## config.mk

```make
export PLATFORM = sky130hd
export DESIGN_NAME = lzwc_in_queue
export DESIGN_NICKNAME = d
export VERILOG_FILES = /design/src/rtl/lzw_pkg.sv /design/src/rtl/lzwc_in_queue.sv
export SDC_FILE = /design/constraint.sdc
export NUM_CORES = 1
export LEC_CHECK = 0
export ABC_AREA = 1
export BUFFER_PORTS_ARGS = -buffer_cell sky130_fd_sc_hd__buf_2
export CAP_MARGIN = 10
export CORE_AREA = 5 5 62 64
export DETAILED_ROUTE_END_ITERATION = 10
export DIE_AREA = 0 0 67 69
export HOLD_SLACK_MARGIN = 0.02
export PLACE_DENSITY_LB_ADDON = 0.08
export SKIP_LAST_GASP = 1
export SYNTH_ARGS = -nofsm -noshare
export SYNTH_HDL_FRONTEND = slang
export SYNTH_SLANG_ARGS = --single-unit
export TNS_END_PERCENT = 10
```

## constraint.sdc

```tcl
create_clock -name clk -period 1.5 [get_ports clk]
set_input_delay 0.3 -clock clk [delete_from_list [all_inputs] [get_ports clk]]
set_output_delay 0.3 -clock clk [all_outputs]
set_load 0.05 [all_outputs]
```

## src/rtl/lzw_pkg.sv

```systemverilog
// ----------------------------------------------------------------------------
// LZW compressor package
// Shared constants, register indexes and the queued item type.
// ----------------------------------------------------------------------------
package lzw_pkg;

  localparam int CODE_BITS_LIMIT_DEF = 12;
  localparam int CLR_CODE            = 256;
  localparam int END_CODE            = 257;
  localparam int FIRST_FREE          = 258;
  localparam int START_WIDTH         = 9;
  localparam int WIDTH_CAP_RESET     = 12;

  localparam int CFG_DATA_W  = 4;
  localparam int CFG_INDEX_W = 1;

  localparam logic [CFG_INDEX_W-1:0] REG_MAX_CODE_BITS   = 1'd0;
  localparam logic [CFG_INDEX_W-1:0] REG_CLEAR_WHEN_FULL = 1'd1;

  typedef struct packed {
    logic [7:0] data_byte;
    logic       stream_end;
  } item_t;

endpackage

```

## src/rtl/lzwc_in_queue.sv

```systemverilog
// ----------------------------------------------------------------------------
// LZW input queue
// Two-entry queue that takes input requests and hands them to the engine.
// ----------------------------------------------------------------------------
module lzwc_in_queue (
  input  logic          clk,
  input  logic          rst,
  input  logic          in_valid,
  output logic          in_stall,
  input  lzw_pkg::item_t in_item,
  output logic          q_valid,
  input  logic          q_pop,
  output lzw_pkg::item_t q_item
);

  lzw_pkg::item_t slots [2];
  logic       wptr;
  logic       rptr;
  logic [1:0] count;
  logic       push;
  logic       pop;

  assign in_stall = (count == 2'd2);
  assign q_valid  = (count != 2'd0);
  assign q_item   = slots[rptr];
  assign push     = in_valid && !in_stall;
  assign pop      = q_pop && q_valid;

  always_ff @(posedge clk) begin
    if (push) begin
      slots[wptr] <= in_item;
    end
  end

  always_ff @(posedge clk) begin
    if (rst) begin
      wptr  <= 1'b0;
      rptr  <= 1'b0;
      count <= 2'd0;
    end else begin
      if (push) wptr <= ~wptr;
      if (pop) rptr <= ~rptr;
      count <= count + {1'b0, push} - {1'b0, pop};
    end
  end

endmodule

```

==> run metrics, run 1 <==
status finished with violations; failing checks setup timing; Rows 21; Worst IR Drop VDD 645.8 uV; DR WL/cell 10.54 microns; number of routed nets with antenna violations 0; pins over their slew limit 0; Post-Place Cells 138; WHS Endpoint count[0]$_SDFF_PP0_; detailed-route DRC error count 0; Critical Path Fanout Max 9; final-stage net count 112; crit end category output port; Post-DP HPWL 1.113 mm; Worst Skew 0.001827 ns; CP delay by family, top flip-flops; Hold Crit Class in2reg; clk_lat worst skew 0.29 ns; DR pass1 iterations 4; Worst Setup Slack post-DPL 0.05955 ns; Crit path arrival time 1.26 ns; setup violators final 10; pin slew with the least headroom to its limit 0.2485 ns; Inserted Diodes 0; Reg power frac 39.3%; combinational cell fraction of total power 48.4%; final hold viol count 0; Total Wirelength 1.497 mm; Vias/cell 4.021; Core Util, Final 37.94%; antenna violations before repair 0; Slowest Stage Delay on Critical Path 0.36 ns; CP required 1.20 ns; share of the synthesized area in the top cell type 57.68%; crit start category flop; Max Freq 0.6427 GHz; Post-Syn Instances 66; commonest non-fill, non-tap cell in the layout edfxtp_1; Port Buffers 23; Avg Cell Area, Syn 14.20 sq um; internal power 1342 uW; clk buf depth 2; IO Count 24; Initial Util 29.00%; register bit total from synthesis 23; core footprint 3232 sq um; Synthesis Warnings 0; Power Dens Cells 1807 nW/um^2; worst hold start rst; post-CTS setup buffer count 0; layout cells sized above 1 43.75%; final critical-path share of the clock period 103.7%; max cap viols 0; area grow syn2layout 30.84%; vias 571; Reg2Reg Setup Slack 0.08 ns; die span in x 67 microns; clock-pin slew reported for the worst setup and hold paths after clock tree synthesis 0.12 ns; RSZ-0062 raised after global routing yes; reg2reg end count[1]$_SDFF_PP0_; most frequent cells in the layout edfxtp_1 (18), buf_2 (14), inv_1 (9), mux2_4 (9), buf_6 (9); min Tclk post-route 1.556 ns; Net Switching 873.7 uW; htree depth 1; Synth area leader edfxtp_1; Synth Cell Area 937.1 sq um; Sink Count 23; die area 4623 sq um; area of the multi-input gates 251.5 sq um; sequential share of the synthesized area 68.36%; FILL cells 333; FF-to-FF Start count[0]$_SDFF_PP0_; crit-path cells buf_12 -> mux2_4 -> buf_6; CTS tree built; Worst Path Buf+Inv 2; Clk pwr share 12.2%; Placer Congestion 0.7187; global-route wire length before repair 2.532 mm; CTS Root Cell clkbuf_4; grt total ovfl 0; Non-Filler Instances 142; FF/Latch Area 643.1 sq um; die height 69 microns; vias in the first global route 616; P_leak 0.0005357 uW; synth top area cells edfxtp_1 (58%), mux2_4 (14%), dfxtp_1 (11%); WHS 0.1480 ns; Cell variety after synth 11; Reg2Reg Depth 10; slowest cell on the critical path dfxtp_2; largest net degree at the start of global routing 13; total CTS buffers 3; Hold Path Depth 2; Mapped Nets 81; GRT Resource Usage Total 7.126%; max_slew headroom 83.55%; setup slack after layout -0.05605 ns; initial drt markers 15; Hold Buf Count CTS 0; Sw Ratio 39.44%; Crit Path Category reg2out
==> repair_timing <==
item                       4_1_cts  5_1_grt
resized for setup               19        1
setup endpoints to repair       10       12
gates cloned                     0        0
==> flip-flops by register name, indices dropped and copies added (netlist names), named ones only <==
name and flops:
count 2, wptr 1, rptr 1, slots 18
==> power by group through the flow <==
stage / Sequential, uW / Combinational (uW) / Clock (uW)
6_report: 872 / 1070 / 271
5_1_grt: 886 / 1170 / 313
4_1_cts: 869 / 1090 / 292
3_5_place_dp: 881 / 984 / 0
3_3_place_gp: 876 / 975 / 0
2_1_floorplan: 868 / 763 / 0
==> cell type report <==
cell class,instances,share of cell area [%]
clock buffer,4,2.143
inverter,9,2.755
multi-input combinational,33,20.51
sequential,23,52.45
tap,46,4.694
timing repair buffer,27,17.45
==> worst max path at each step <==
stage,end,slack [ns],cells after the start
4_1_cts,q_item[5],-0.08,3
2_1_floorplan,count[1]$_SDFF_PP0_,0.11,10
5_1_grt,q_item[5],-0.11,3
6_report,q_item[5],-0.06,3
3_5_place_dp,count[1]$_SDFF_PP0_,0.06,10
3_3_place_gp,count[1]$_SDFF_PP0_,0.10,10
==> Yosys cell counts <==
library cell	instances
edfxtp_1	18
inv_1	9
mux2_4	9
nand2_1	8
nor2_1	8
dfxtp_1	5
nand3_1	3
a21oi_1	2
ha_1	2
buf_6	1
nor2_2	1
==> through the flow <==
stage	cell area [sq um]	setup TNS (ns)	power, uW
final	1226	-0.4554	2215
after CTS	1225	-0.6759	2248
after global placement	1141	0	1851
after global routing	1226	-1.182	2373
after floorplan	937.1	0	1631
after detailed placement	1141	0	1866
==> layer usage <==
layer	track usage (%)	vias to the layer above	part of all wire, %
li1	-	284	-
met1	7.487	272	39
met2	12.77	13	53
met3	1.948	2	7.3
met4	3.153	0	0.87
met5	0	-	0
==> cell families after synthesis <==
logic type      synth area share (%)
compound gates                 1.068
mux                            14.42
flops                          68.36
simple gates                   8.678
buf+inv                        4.806
fa+ha+maj                      2.670
Power figures use the tool's default switching activity.
==> run 2, diff against run 1 <==
--- a/config.mk
+++ b/config.mk
@@ -5,12 +5,11 @@
 export SDC_FILE = /design/constraint.sdc
 export NUM_CORES = 1
 export LEC_CHECK = 0
-export ABC_AREA = 1
 export BUFFER_PORTS_ARGS = -buffer_cell sky130_fd_sc_hd__buf_2
 export CAP_MARGIN = 10
-export CORE_AREA = 5 5 62 64
+export CORE_AREA = 2 2 58 60
 export DETAILED_ROUTE_END_ITERATION = 10
-export DIE_AREA = 0 0 67 69
+export DIE_AREA = 0 0 60 62
 export HOLD_SLACK_MARGIN = 0.02
 export PLACE_DENSITY_LB_ADDON = 0.08
 export SKIP_LAST_GASP = 1
==> constraint.sdc (replaced) <==
create_clock -name clk -period 1.65 [get_ports clk]
set_input_delay 0.33 -clock clk [delete_from_list [all_inputs] [get_ports clk]]
set_output_delay 0.33 -clock clk [all_outputs]
set_load 0.05 [all_outputs]
==> run metrics, run 2 <==
status complete, no violations; synth top area cells edfxtp_1 (61%), dfxtp_1 (11%), mux2_1 (7.7%); Hold Crit Class in2reg; Inserted Diodes 0 (unchanged); final critical-path share of the clock period 99.41%; Crit path arrival time 1.31 ns (+0.05 ns); Avg Cell Area, Syn 16.34 sq um (+15%); max_slew headroom 83.38% (-0.17 points); CTS tree built; clk buf depth 2 (unchanged); register bit total from synthesis 23 (unchanged); vias in the first global route 520 (-16%); Net Switching 718.0 uW (-18%); Worst IR Drop VDD 779.7 uV (+21%); share of the synthesized area in the top cell type 61.28% (+3.6 points); initial drt markers 10 (-5); Port Buffers 23 (unchanged); Core Util, Final 36.56% (-1.4 points); dpl cell area 1077 sq um (-5.6%); GR peak layer met2; commonest non-fill, non-tap cell in the layout edfxtp_1; M1 GR Usage 8.605% (+1.1 points); crit start category flop; CP required 1.32 ns (+0.12 ns); setup TNS 0 ns (+0.4554 ns); layout cells sized above 1 49.40% (+5.6 points); most frequent cells in the layout edfxtp_1 (18), buf_2 (14), buf_6 (7); Reg power frac 41.2% (+1.9 points); setup violators final 0 (-10); Max Freq 0.6096 GHz; Hold Path Depth 1 (-1); Sw Ratio 38.37% (-1.1 points); clk_lat worst skew 0.30 ns (about the same); Cell variety after synth 21 (+10); Power Dens Cells 1610 nW/um^2 (-11%); number of routed nets with antenna violations 0 (unchanged); Synth Cell Area 882.1 sq um (-5.9%); die height 62 microns (-10%); Rows 21 (unchanged); overall power 1872 uW (-16%); most common cell in the synthesized netlist edfxtp_1; final hold viol count 0 (unchanged); WHS Endpoint slots[1][0]$_DFFE_PP_; pin slew with the least headroom to its limit 0.2511 ns (+0.002580 ns); FILL cells 320 (-3.9%); vias 510 (-11%); DR pass1 iterations 3 (-1); Reg2Reg Depth 7 (-3); Post-Syn Instances 54 (-18%); met2 Use GR 15.84% (+3.1 points); antenna violations before repair 0 (unchanged); global-route wire length before repair 2.228 mm (-12%); Async SR Flop Fraction 0% (unchanged); FF-to-FF Start count[1]$_SDFF_PP0_; clock-pin slew reported for the worst setup and hold paths after clock tree synthesis 0.12 ns (about the same); Initial Util 27.74% (-1.3 points); number of flip-flops in the largest register 18 (unchanged); Placer Congestion 0.6005 (-16%); post-CTS setup buffer count 0 (unchanged); Synthesis Warnings 0 (unchanged); grt total ovfl 0 (unchanged); worst hold start in_item[0]; Vias/cell 3.953 (-1.7%); Crit Path Category reg2out; pins over their slew limit 0 (unchanged); GR Util met3 2.692% (+0.74 points); min Tclk post-route 1.640 ns; Synth Flop Type edfxtp_1; Total Wirelength 1.422 mm (-5.0%); RSZ-0062 raised after global routing yes; Synth area leader edfxtp_1; EDFF count, synth 18 (unchanged); top flop regs slots: 18 flops, count: 2 flops; setup slack after layout 0.009680 ns (+0.06573 ns); P_leak 0.0004696 uW (-12%); Post-DP HPWL 1.023 mm (-8.1%); htree depth 1 (unchanged); final-stage net count 99 (-12%); crit end category output port; reg2reg end count[1]$_SDFF_PP0_; sequential share of the synthesized area 72.62% (+4.3 points); Reg2Reg Setup Slack 0.12 ns (+0.04 ns); Mapped Nets 69 (-15%); Sink Count 23 (unchanged); detailed-route DRC error count 0 (unchanged); CTS Root Cell clkbuf_4; combinational cell fraction of total power 45.4% (-3.0 points); Top reg by flops slots; post-route cell area 1162 sq um (-5.2%); total CTS buffers 3 (unchanged); die span in x 60 microns (-10%); GRT Resource Usage Total 8.600% (+1.5 points); max cap viols 0 (unchanged); Commonest cells post-synth edfxtp_1 (18), mux2_1 (6), dfxtp_1 (5), mux2_2 (3), nor2_1 (3); largest net degree at the start of global routing 14 (+1); area grow syn2layout 31.77%; internal power 1154 uW (-14%); Worst Skew 0.003347 ns (+0.001520 ns); DR WL/cell 11.02 microns (+4.6%); core footprint 3179 sq um (-1.6%); Clk pwr share 13.4% (+1.2 points); Worst Setup Slack post-DPL 0.1227 ns (+0.06315 ns); die area 3720 sq um (-20%); IO Count 24 (unchanged); Hold Buf Count CTS 0 (unchanged); Critical Path Fanout Max 4 (-5)
run 2: stage by stage:
stage	hold slack, ns	std cells
detailed placement	0.4803	124
floorplan	0.3991	54
global route	0.1808	129
finish	0.2092	129
global placement	0.4741	124
CTS	0.1953	129
run 2: cell type report:
| cell class | count | area (sq um) | area share, % |
|---|---|---|---|
| tap | 46 | 57.56 | 4.952 |
| inverter | 4 | 15.01 | 1.292 |
| multi-input combinational | 26 | 221.5 | 19.05 |
| sequential | 23 | 641.9 | 55.22 |
| clock inverter | 1 | 5.005 | 0.4306 |
| timing repair buffer | 26 | 198.9 | 17.12 |
| clock buffer | 3 | 22.52 | 1.938 |
run 2: kinds of logic after synthesis:
kind of cell / count (synthesis) / synth area share, %
AOI/OAI and AO/OA: 3 / 2.127
xor gates and xnor gates: 3 / 2.979
adders and majority gates: 2 / 2.836
buffers and inverters: 5 / 2.268
DFF: 23 / 72.62
muxes: 9 / 11.49
and+or+nand+nor: 9 / 5.675
run 2: timing repair:
action / CTS / global route
gates resized for setup: 16 / 4
endpoints found under the setup margin: 9 / 9
gates cloned: 1 / 0
run 2: worst max path at each step:
stage | endpoint | slack (ns) | cells after the start
floorplan | slots[0][0]$_DFFE_PP_ | 0.18 | 4
global placement | count[1]$_SDFF_PP0_ | 0.15 | 8
detailed placement | count[1]$_SDFF_PP0_ | 0.12 | 7
CTS | q_item[8] | -0.02 | 3
global route | q_item[3] | -0.05 | 3
finish | q_item[5] | 0.01 | 3
run 2: per-layer routing:
metal / up-vias / wire length (microns)
li1: 251 / -
met1: 248 / 544
met2: 9 / 813
met3: 2 / 55
met4: 0 / 8
met5: - / 0
run 2: power by group through the flow:
stage	combinational (uW)	sequential (uW)	clock (uW)
floorplan	590	769	0
global placement	766	776	0
detailed placement	768	778	0
CTS	850	772	270
global route	917	785	294
finish	850	771	251
run 2: worst max-delay path, stage by stage, from the launching register on:
cell and delay (ns):
dfxtp_2 0.36, buf_4 0.14, mux2_1 0.32, buf_4 0.19
==> run 3, diff against run 2 <==
--- a/config.mk
+++ b/config.mk
@@ -7,9 +7,10 @@
 export LEC_CHECK = 0
 export BUFFER_PORTS_ARGS = -buffer_cell sky130_fd_sc_hd__buf_2
 export CAP_MARGIN = 10
-export CORE_AREA = 2 2 58 60
+export CORE_AREA = 4 4 60 62
+export CTS_BUF_LIST = sky130_fd_sc_hd__clkbuf_4 sky130_fd_sc_hd__clkbuf_8
 export DETAILED_ROUTE_END_ITERATION = 10
-export DIE_AREA = 0 0 60 62
+export DIE_AREA = 0 0 64 66
 export HOLD_SLACK_MARGIN = 0.02
 export PLACE_DENSITY_LB_ADDON = 0.08
 export SKIP_LAST_GASP = 1
==> constraint.sdc (replaced) <==
create_clock -name clk -period 1.65 [get_ports clk]
set_input_delay 0.4125 -clock clk [delete_from_list [all_inputs] [get_ports clk]]
set_output_delay 0.4125 -clock clk [all_outputs]
set_load 0.05 [all_outputs]
==> run metrics, run 3 (same netlist as run 2, synthesis figures left out) <==
Max Freq 0.5987 GHz (-1.8%); CP required 1.24 ns (-0.08 ns); grt total ovfl 0 (unchanged); die area 4224 sq um (+14%); Crit path arrival time 1.26 ns (-0.05 ns); pins over their slew limit 0 (unchanged); Slowest Stage Delay on Critical Path 0.36 ns (about the same); pin slew with the least headroom to its limit 0.2519 ns (+0.0008315 ns); RSZ-0062 raised after global routing yes; die span in x 64 microns (+6.7%); CTS tree built; Worst IR Drop VDD 525.2 uV (-33%); final-stage net count 100 (+1.0%); largest net degree at the start of global routing 13 (-1); area grow syn2layout 38.44%; die height 66 microns (+6.5%); number of routed nets with antenna violations 0 (unchanged); FILL cells 286 (-11%); Post-DP HPWL 1.041 mm (+1.7%); post-CTS setup buffer count 0 (unchanged); Placer Congestion 0.6614 (+10%); number of flip-flops in the largest register 18 (unchanged); Reg2Reg Setup Slack 0.12 ns (about the same); DR WL/cell 10.94 microns (-0.78%); Total Wirelength 1.400 mm (-1.5%); GRT Resource Usage Total 7.575% (-1.0 points); max cap viols 0 (unchanged); Inserted Diodes 0 (unchanged); final hold viol count 0 (unchanged); Worst Skew 0.005041 ns (+0.001694 ns); core footprint 3028 sq um (-4.8%); worst hold start in_item[1]; detailed-route DRC error count 0 (unchanged); P_leak 0.0005116 uW (+8.9%); final critical-path share of the clock period 101.2% (+1.8 points); layout cells sized above 1 54.76% (+5.4 points); status finished with violations; Post-Place Cells 124 (unchanged); Critical Path Fanout Max 5 (+1); clk_lat worst skew 0.30 ns (about the same); slowest cell on the critical path dfxtp_2; area of the multi-input gates 255.2 sq um (+15%); Sink Count 23 (unchanged); post-route cell area 1221 sq um (+5.1%); vias 512 (+0.39%); total CTS buffers 3 (unchanged); Non-Filler Instances 128 (-0.78%); crit start category flop; clock-pin slew reported for the worst setup and hold paths after clock tree synthesis 0.12 ns (about the same); antenna violations before repair 0 (unchanged); htree depth 1 (unchanged); Power Dens Cells 1624 nW/um^2 (+0.86%); Top reg by flops slots; setup slack after layout -0.02034 ns (-0.03002 ns); IO Count 24 (unchanged); Port Buffers 23 (unchanged); most frequent cells in the layout edfxtp_1 (18), buf_2 (14), mux2_4 (9); failing checks setup timing; DR pass1 iterations 3 (unchanged); Hold Crit Class in2reg; commonest non-fill, non-tap cell in the layout edfxtp_1; Initial Util 29.13% (+1.4 points); crit-path cells buf_6 -> mux2_4 -> buf_8; dpl cell area 1077 sq um (unchanged); Crit Path Category reg2out; setup violators final 6 (+6); FF-to-FF Start count[1]$_SDFF_PP0_; initial drt markers 13 (+3); Rows 20 (-4.8%); vias in the first global route 530 (+1.9%); clk buf depth 2 (unchanged); CTS Root Cell clkbuf_4; crit end category output port; top flop regs slots: 18 flops, count: 2 flops; max_slew headroom 83.32% (about the same); global-route wire length before repair 2.373 mm (+6.5%); FF/Latch Area 641.9 sq um (unchanged); Vias/cell 4.000 (+1.2%); min Tclk post-route 1.670 ns (+0.03002 ns); setup TNS -0.07322 ns (-0.07322 ns)
run 3: cell types whose count changed in the layout (fill, tap and decap cells not counted):
cell	previous run	this run
buf_12	1	0
buf_4	4	2
buf_8	0	4
clkbuf_4	3	4
clkinv_2	1	0
mux2_1	4	0
mux2_2	5	0
mux2_4	0	9
run 3: path summary, 6_finish.rpt:
path / endpoint / depth (start not counted)
setup / recovery: q_item[0] / 3
hold / removal: slots[0][1]$_DFFE_PP_ / 1
hold reg to reg: wptr$_SDFFE_PP0N_ / 2
setup reg to reg: count[1]$_SDFF_PP0_ / 7
run 3: power breakdown:
group	internal [uW]	switching (uW)	leakage [uW]
Clock	111	154	0.0000184
Sequential	730	44.3	0.000210
Combinational	412	532	0.000283
Total	1250	730	0.000512
run 3: area by class of cell:
type	count	share of cell area [%]
timing repair buffer	27	18.34
tap	44	4.508
inverter	4	1.230
clock buffer	4	2.459
multi-input combinational	26	20.90
sequential	23	52.56
run 3: stage by stage:
stage                     util [%]  worst slack [ns]  hold WS [ns]  total power (uW)
final                        40.33          -0.02034        0.2885              1983
after global routing         40.33          -0.08982        0.2568              2112
after CTS                    40.33          -0.04788        0.2687              2024
after detailed placement     35.58           0.04954        0.4794              1548
after global placement       35.58           0.08614        0.4681              1549
after floorplan                  -            0.1792        0.4515              1359
run 3: timing repair:
item / 4_1_cts / 5_1_grt
hold buffers: 0 / 0
hold endpoints to repair: 0 / 0
cloned: 0 / 0
setup endpoints to repair: 9 / 12
resized for setup: 35 / 0
run 3: critical path, delay by kind of cell (launching register included):
family	cells	cell delay, ns
buf+inv	2	0.28
mux	1	0.31
flops	1	0.36
run 3: layer usage:
metal | share of wire [%] | track usage [%] | vias to the layer above
met5 | 0 | 0 | -
met4 | 1.4 | 4.043 | 0
met3 | 5.9 | 3.401 | 2
met2 | 46 | 11.48 | 14
met1 | 47 | 8.936 | 244
li1 | - | - | 252
